File: src/hdl/abu_pkg.sv
// ----------------------------------------------------------------------------
// abu_pkg
// Types and constants shared by the absorbing boundary update block.
// ----------------------------------------------------------------------------
`default_nettype none

package abu_pkg;

    localparam int SAMPLE_W   = 32;
    localparam int NODE_W     = 12;
    localparam int NODES      = 1 << NODE_W;
    localparam int ALPHA_W    = 16;
    localparam int FRAC_BITS  = 15;
    localparam int ROUND_HALF = 1 << (FRAC_BITS - 1);

    localparam int DIFF_W = SAMPLE_W + 1;
    localparam int PROD_W = ALPHA_W + DIFF_W;
    localparam int RND_W  = PROD_W + 1 - FRAC_BITS;
    localparam int SUM_W  = RND_W + 1;

    localparam int ADDR_W = 3;
    localparam int DATA_W = 32;

    typedef logic signed [SAMPLE_W-1:0] sample_t;
    typedef logic        [NODE_W-1:0]   node_t;
    typedef logic signed [ALPHA_W-1:0]  alpha_t;
    typedef logic signed [DIFF_W-1:0]   diff_t;
    typedef logic signed [PROD_W-1:0]   prod_t;
    typedef logic        [ADDR_W-3:0]   reg_idx_t;

    localparam sample_t SAMPLE_MAX = {1'b0, {(SAMPLE_W-1){1'b1}}};
    localparam sample_t SAMPLE_MIN = {1'b1, {(SAMPLE_W-1){1'b0}}};

    localparam logic OP_LOAD   = 1'b0;
    localparam logic OP_UPDATE = 1'b1;

    localparam reg_idx_t REG_ALPHA = reg_idx_t'(0);

    // one history entry: old boundary and old inner values of both components
    typedef struct packed {
        sample_t bnd_p;
        sample_t bnd_q;
        sample_t inr_p;
        sample_t inr_q;
    } hist_t;

    // pipeline control shared by both lanes
    typedef struct packed {
        logic en;
        logic op;
    } lane_ctl_t;

endpackage

`default_nettype wire

File: src/hdl/abu_lane.sv
// ----------------------------------------------------------------------------
// abu_lane
// Three-stage arithmetic for one field component: difference, Q1.15
// multiply, then round, add and saturate.
// ----------------------------------------------------------------------------
`default_nettype none

module abu_lane (
    input  wire logic               clk,
    input  wire abu_pkg::lane_ctl_t ctl,
    input  wire abu_pkg::alpha_t    alpha,
    input  wire abu_pkg::sample_t   inner,
    input  wire abu_pkg::sample_t   boundary,
    input  wire abu_pkg::sample_t   old_b,
    input  wire abu_pkg::sample_t   old_i,
    output abu_pkg::sample_t        new_val
);
    import abu_pkg::*;

    diff_t   d_next;
    diff_t   d_reg;
    sample_t oi_b_reg;
    sample_t bnd_b_reg;
    prod_t   alpha_ext;
    prod_t   d_ext;
    prod_t   m_next;
    prod_t   m_reg;
    sample_t oi_c_reg;
    sample_t bnd_c_reg;

    logic signed [PROD_W:0]  m_rnd;
    logic signed [RND_W-1:0] rnd;
    logic signed [SUM_W-1:0] sum;
    logic                    ovf;
    sample_t                 sat;

    assign d_next    = DIFF_W'(inner) - DIFF_W'(old_b);
    assign alpha_ext = PROD_W'(alpha);
    assign d_ext     = PROD_W'(d_reg);
    assign m_next    = alpha_ext * d_ext;

    // floor((m + half) / 2^FRAC_BITS)
    assign m_rnd = (PROD_W+1)'(m_reg) + (PROD_W+1)'(ROUND_HALF);
    assign rnd   = m_rnd[PROD_W:FRAC_BITS];
    assign sum   = SUM_W'(oi_c_reg) + SUM_W'(rnd);
    assign ovf   = (sum[SUM_W-1:SAMPLE_W-1] != {(SUM_W-SAMPLE_W+1){sum[SUM_W-1]}});

    always_comb
    begin
        if (ovf)
        begin
            sat = sum[SUM_W-1] ? SAMPLE_MIN : SAMPLE_MAX;
        end
        else
        begin
            sat = sum[SAMPLE_W-1:0];
        end
    end

    assign new_val = (ctl.op == OP_UPDATE) ? sat : bnd_c_reg;

    always_ff @(posedge clk)
    begin
        if (ctl.en)
        begin
            d_reg     <= d_next;
            oi_b_reg  <= old_i;
            bnd_b_reg <= boundary;
            m_reg     <= m_next;
            oi_c_reg  <= oi_b_reg;
            bnd_c_reg <= bnd_b_reg;
        end
    end

endmodule

`default_nettype wire

File: config.mk
export PLATFORM = sky130hd
export DESIGN_NAME = abu_lane
export DESIGN_NICKNAME = d
export VERILOG_FILES = /design/src/hdl/abu_pkg.sv /design/src/hdl/abu_lane.sv
export SDC_FILE = /design/constraint.sdc
export NUM_CORES = 2
export LEC_CHECK = 0
export ABC_CLOCK_PERIOD_IN_PS = 14700
export BUFFER_PORTS_ARGS = -buffer_cell sky130_fd_sc_hd__clkbuf_2
export CORE_ASPECT_RATIO = 0.9
export CORE_UTILIZATION = 48
export DETAILED_ROUTE_END_ITERATION = 6
export GPL_ROUTABILITY_DRIVEN = 0
export GPL_TIMING_DRIVEN = 1
export PLACE_DENSITY = 0.66
export RECOVER_POWER = 50
export SKIP_CTS_REPAIR_TIMING = 1
export SKIP_LAST_GASP = 1
export SLEW_MARGIN = 25
export SYNTH_ARGS = -nofsm -noshare
export SYNTH_HDL_FRONTEND = slang
export SYNTH_SLANG_ARGS = --single-unit
File: constraint.sdc
create_clock -name clk -period 14.7 [get_ports clk]
set_input_delay 1.47 -clock clk [delete_from_list [all_inputs] [get_ports clk]]
set_output_delay 1.47 -clock clk [all_outputs]
set_load 0.03 [all_outputs]
==> flow_summary.html <==
<table>
<tr><th>Metric</th><th>Value</th></tr>
<tr><th colspan="2">Floorplan</th></tr>
<tr><td>Floorplan die height</td><td>230.5 um</td></tr>
<tr><td>Placeable core area</td><td>57220 um2</td></tr>
<tr><td>Initial Utilization</td><td>0.4865</td></tr>
<tr><td>Die Width</td><td>255.9 um</td></tr>
<tr><td>Overall die area</td><td>58960 um2</td></tr>
<tr><td>Boundary pin count</td><td>179</td></tr>
<tr><td>FP Rows</td><td>83</td></tr>
<tr><th colspan="2">Yosys</th></tr>
<tr><td>Number of synthesized flops with an enable pin</td><td>196</td></tr>
<tr><td>Instance count of the mapped netlist</td><td>2770</td></tr>
<tr><td>Adder-cell share of the synthesized area</td><td>0.4416</td></tr>
<tr><td>Post-Synth XOR/XNOR Area</td><td>0.04279</td></tr>
<tr><td>Top cell type's share of synthesized area</td><td>0.3603</td></tr>
<tr><td>Most frequent cell after synthesis</td><td>sky130_fd_sc_hd__inv_1</td></tr>
<tr><td>Count of unique library cells instantiated by Yosys</td><td>68</td></tr>
<tr><td>Net count after synthesis</td><td>3599</td></tr>
<tr><td>Synth top area cells</td><td>sky130_fd_sc_hd__fa_1 36%, sky130_fd_sc_hd__edfxtp_1 21%, sky130_fd_sc_hd__inv_1 8.4%</td></tr>
<tr><td>Synth Register Bits</td><td>196</td></tr>
<tr><td>Synth warnings</td><td>0</td></tr>
<tr><td>Library cell occupying the most area in the post-synthesis netlist</td><td>sky130_fd_sc_hd__fa_1</td></tr>
<tr><td>Leading post-synthesis cells by instance count</td><td>621 x sky130_fd_sc_hd__inv_1, 501 x sky130_fd_sc_hd__fa_1, 337 x sky130_fd_sc_hd__nand2_1, 206 x sky130_fd_sc_hd__and2_1, 196 x sky130_fd_sc_hd__edfxtp_1</td></tr>
<tr><td>Post-synthesis simple-gate area fraction</td><td>0.1299</td></tr>
<tr><td>Post-synthesis sequential area ratio</td><td>0.2114</td></tr>
<tr><td>Share of the synthesized area in compound gates (AO/OA/AOI/OAI)</td><td>0.07645</td></tr>
<tr><td>Mean cell area of the mapped netlist</td><td>10.05 um2</td></tr>
<tr><td>Post-synthesis instance area</td><td>27840 um2</td></tr>
<tr><td>Proportion of register bits with asynchronous set or reset after synthesis</td><td>0</td></tr>
<tr><td>Multiplexer area fraction after synthesis</td><td>0.0007191</td></tr>
<tr><td>Predominant post-synthesis flop cell</td><td>sky130_fd_sc_hd__edfxtp_1</td></tr>
<tr><td>Combinational family with the most area after synthesis</td><td>adder cells</td></tr>
<tr><th colspan="2">Setup path</th></tr>
<tr><td>Buffering stage count on the worst path with inverters included</td><td>4</td></tr>
<tr><td>Critical Path Fanout Max</td><td>27</td></tr>
<tr><td>Data arrival, critical path</td><td>8840 ps</td></tr>
<tr><td>Total stage count of the critical path</td><td>22</td></tr>
<tr><td>Critical Path RT</td><td>15030 ps</td></tr>
<tr><td>CP Launch Point</td><td>alpha[15]</td></tr>
<tr><td>Critical register-to-register path endpoint</td><td>m_reg[41]</td></tr>
<tr><td>Critical R2R Launch</td><td>d_reg[8]</td></tr>
<tr><td>Depth of the worst register-to-register path</td><td>21</td></tr>
<tr><td>Flop2flop setup slack</td><td>7390 ps</td></tr>
<tr><td>Critical path cell sequence</td><td>clkbuf_2 &gt; clkinv_1 &gt; nor2_1 &gt; fa_1 &gt; fa_1 &gt; fa_1 &gt; fa_1 &gt; fa_1 &gt; inv_1 &gt; fa_1 &gt; inv_1 &gt; ha_1 &gt; a21o_1 &gt; a21oi_1 &gt; o21ai_0 &gt; a221o_1 &gt; a41oi_2 &gt; o31ai_4 &gt; o31ai_2 &gt; a21oi_1 &gt; or4b_1 &gt; nand3_1</td></tr>
<tr><td>Highest-delay cell along the critical path</td><td>sky130_fd_sc_hd__clkinv_1</td></tr>
<tr><td>Timing endpoint of the critical path</td><td>m_reg[41]</td></tr>
<tr><td>Library cell appearing most often on the critical path</td><td>sky130_fd_sc_hd__fa_1</td></tr>
<tr><td>Critical path type</td><td>in -&gt; reg</td></tr>
<tr><td>Category of cells accounting for the largest share of critical-path delay</td><td>adder cells</td></tr>
<tr><td>CP Capture Type</td><td>flip-flop</td></tr>
<tr><td>Nature of the critical path startpoint</td><td>input port</td></tr>
<tr><td>Largest incremental delay on the critical path</td><td>860 ps</td></tr>
<tr><th colspan="2">Drt</th></tr>
<tr><td>Aggregate routed wire length</td><td>63740 um</td></tr>
<tr><td>Overall via count from detail_route</td><td>18979</td></tr>
<tr><td>Number of search-and-repair iterations in the first detailed-routing pass</td><td>5</td></tr>
<tr><td>Routed wire per std cell</td><td>17.44 um</td></tr>
<tr><td>Number of violations reported at the end of detailed-routing iteration 0</td><td>1163</td></tr>
<tr><td>Number of nets with antenna violations after routing</td><td>0</td></tr>
<tr><td>Post-route DRC violation count</td><td>0</td></tr>
<tr><td>Ratio of routed vias to standard cells</td><td>5.193</td></tr>
<tr><th colspan="2">CTS</th></tr>
<tr><td>Cts bufs inserted</td><td>17</td></tr>
<tr><td>CTS tree</td><td>yes</td></tr>
<tr><td>Skew-Pair Late Insertion Delay</td><td>470 ps</td></tr>
<tr><td>Maximum buffer depth of the clock tree</td><td>2</td></tr>
<tr><td>CTS Root Buffer Type</td><td>sky130_fd_sc_hd__clkbuf_16</td></tr>
<tr><td>Number of levels the H-tree was split into</td><td>4</td></tr>
<tr><td>Clock transition at the registers of the reported paths</td><td>70 ps</td></tr>
<tr><td>Total clock sinks</td><td>196</td></tr>
<tr><th colspan="2">Timing</th></tr>
<tr><td>Hold Violations, Final</td><td>0</td></tr>
<tr><td>Relative max-transition margin</td><td>-3.073</td></tr>
<tr><td># setup viols final</td><td>0</td></tr>
<tr><td>Setup repair after global routing missed its margin</td><td>no</td></tr>
<tr><td>Number of max-slew violations in the final report</td><td>118</td></tr>
<tr><td>Shortest clock period the worst path allows after layout</td><td>8510 ps</td></tr>
<tr><td>Sum of negative setup slack</td><td>0 ps</td></tr>
<tr><td>Max Clock Skew</td><td>26.95 ps</td></tr>
<tr><td>Maximum clock rate</td><td>117.5 MHz</td></tr>
<tr><td>Post-route clock period utilization</td><td>0.5789</td></tr>
<tr><td>Worst-margin pin slew</td><td>6110 ps</td></tr>
<tr><th colspan="2">Finish</th></tr>
<tr><td>Area delta synth-&gt;final</td><td>7.546%</td></tr>
<tr><td>Fill cells</td><td>5107</td></tr>
<tr><td>Share of cells above drive strength 1</td><td>0.07405</td></tr>
<tr><td>Flip-flop count of the largest register, all copies and words added</td><td>35</td></tr>
<tr><td>Final layout net count</td><td>3707</td></tr>
<tr><td>Non-filler cells, final</td><td>3655</td></tr>
<tr><td>Diodes inserted</td><td>0</td></tr>
<tr><th colspan="2">Status</th></tr>
<tr><td>Violated checks</td><td>max-capacitance violations, max-slew violations</td></tr>
<tr><td>Result of the run</td><td>finished with violations</td></tr>
<tr><th colspan="2">Placement</th></tr>
<tr><td>Half-perimeter wire length of the detailed placement result</td><td>50930 um</td></tr>
<tr><td>Placed insts</td><td>3624</td></tr>
<tr><td>Quantity of I/O buffers inserted on ports</td><td>178</td></tr>
<tr><th colspan="2">Global routing</th></tr>
<tr><td>Global-route congestion overflow total</td><td>0</td></tr>
<tr><td>Wire length of the first global-routing pass</td><td>105400 um</td></tr>
<tr><td>Number of global-route vias before repair</td><td>20134</td></tr>
<tr><td>Maximum number of pins on one net before global-route repair</td><td>118</td></tr>
<tr><td>Number of antenna violations at the first check in global routing</td><td>1</td></tr>
<tr><td>Total Routing Usage GR</td><td>0.2268</td></tr>
<tr><th colspan="2">Run</th></tr>
<tr><td>Max Cap Violations</td><td>1</td></tr>
<tr><th colspan="2">Hold path</th></tr>
<tr><td>Hold path startpoint</td><td>bnd_b_reg[31]</td></tr>
<tr><td>Worst hold path class</td><td>reg -&gt; reg</td></tr>
</table>
==> worst min path at each step <==
stage	endpoint	depth (start not counted)
CTS	bnd_c_reg[31]	0
global route	bnd_c_reg[17]	0
finish	bnd_c_reg[31]	0
global placement	bnd_c_reg[5]	0
floorplan	bnd_c_reg[0]	0
detailed placement	bnd_c_reg[17]	0
==> area by class of cell <==
type	count	area, um2	area share
Clock buffer	17	425.4	0.01421
Sequential cell	196	5886	0.1966
Multi-Input combinational cell	1860	19250	0.6431
Tap cell	765	957.2	0.03197
Timing Repair Buffer	181	892.1	0.02980
Inverter	622	2335	0.07798
Clock inverter	14	190.2	0.006352
==> metal layers <==
layer	track usage	routed length (um)	part of all wire
met1	0.3268	29340	0.46
met2	0.3446	27360	0.43
met3	0.06445	6432	0.10
met4	0.04023	589	0.0092
met5	0	17	0.00027
==> worst register-to-register path: stages, from the launching register on <==
cell                       delay (ps)
sky130_fd_sc_hd__edfxtp_1         870
sky130_fd_sc_hd__nand2_1          180
sky130_fd_sc_hd__fa_1             570
sky130_fd_sc_hd__inv_1             50
sky130_fd_sc_hd__fa_1             480
sky130_fd_sc_hd__fa_1             620
sky130_fd_sc_hd__fa_1             460
sky130_fd_sc_hd__fa_1             510
sky130_fd_sc_hd__inv_1             50
sky130_fd_sc_hd__fa_1             480
sky130_fd_sc_hd__inv_1             50
sky130_fd_sc_hd__ha_1             310
sky130_fd_sc_hd__a22o_1           210
sky130_fd_sc_hd__nor4_1           260
sky130_fd_sc_hd__and4bb_1         300
sky130_fd_sc_hd__o31ai_2          120
sky130_fd_sc_hd__a41oi_2          400
sky130_fd_sc_hd__o31ai_4          190
sky130_fd_sc_hd__o31ai_2          330
sky130_fd_sc_hd__a21oi_1          180
sky130_fd_sc_hd__or4b_1           490
sky130_fd_sc_hd__nand3_1           90
==> cell usage in the layout (no fill, tap or decap), drive strengths merged, types with 13 or more instances in the layout <==
cell type  count
o21bai        15
xnor2         97
nor3          13
a21oi         75
and2         206
a21o          48
nand4         19
edfxtp       196
xor2          39
clkbuf       195
nand3         26
o21a          20
o21ai         38
ha           181
a221o         34
fa           501
nand2        337
nand2b        19
inv          626
nor2          84
==> metrics by stage <==
stage | area [um2] | hold WS (ps) | setup WS [ps] | utilization
finish | 29940 | 412.5 | 6190 | 0.5232
CTS | 29970 | 419.2 | 6297 | 0.5237
global placement | 29350 | 400.7 | 6028 | 0.5130
global route | 29940 | 423.5 | 5848 | 0.5232
floorplan | 27840 | 400.3 | 7127 | -
detailed placement | 29350 | 404.5 | 5803 | 0.5130
==> cells by family after synthesis <==
| kind of cell | Yosys count |
|---|---|
| adders and majority gates | 682 |
| DFF | 196 |
| muxes | 2 |
| AOI/OAI and AO/OA | 293 |
| xor gates and xnor gates | 136 |
| and+or+nand+nor | 747 |
| buffers and inverters | 714 |
Power is left out: the tool's default activity adds up to more than one toggle a clock period on the data nets, which glitch-free logic cannot reach.
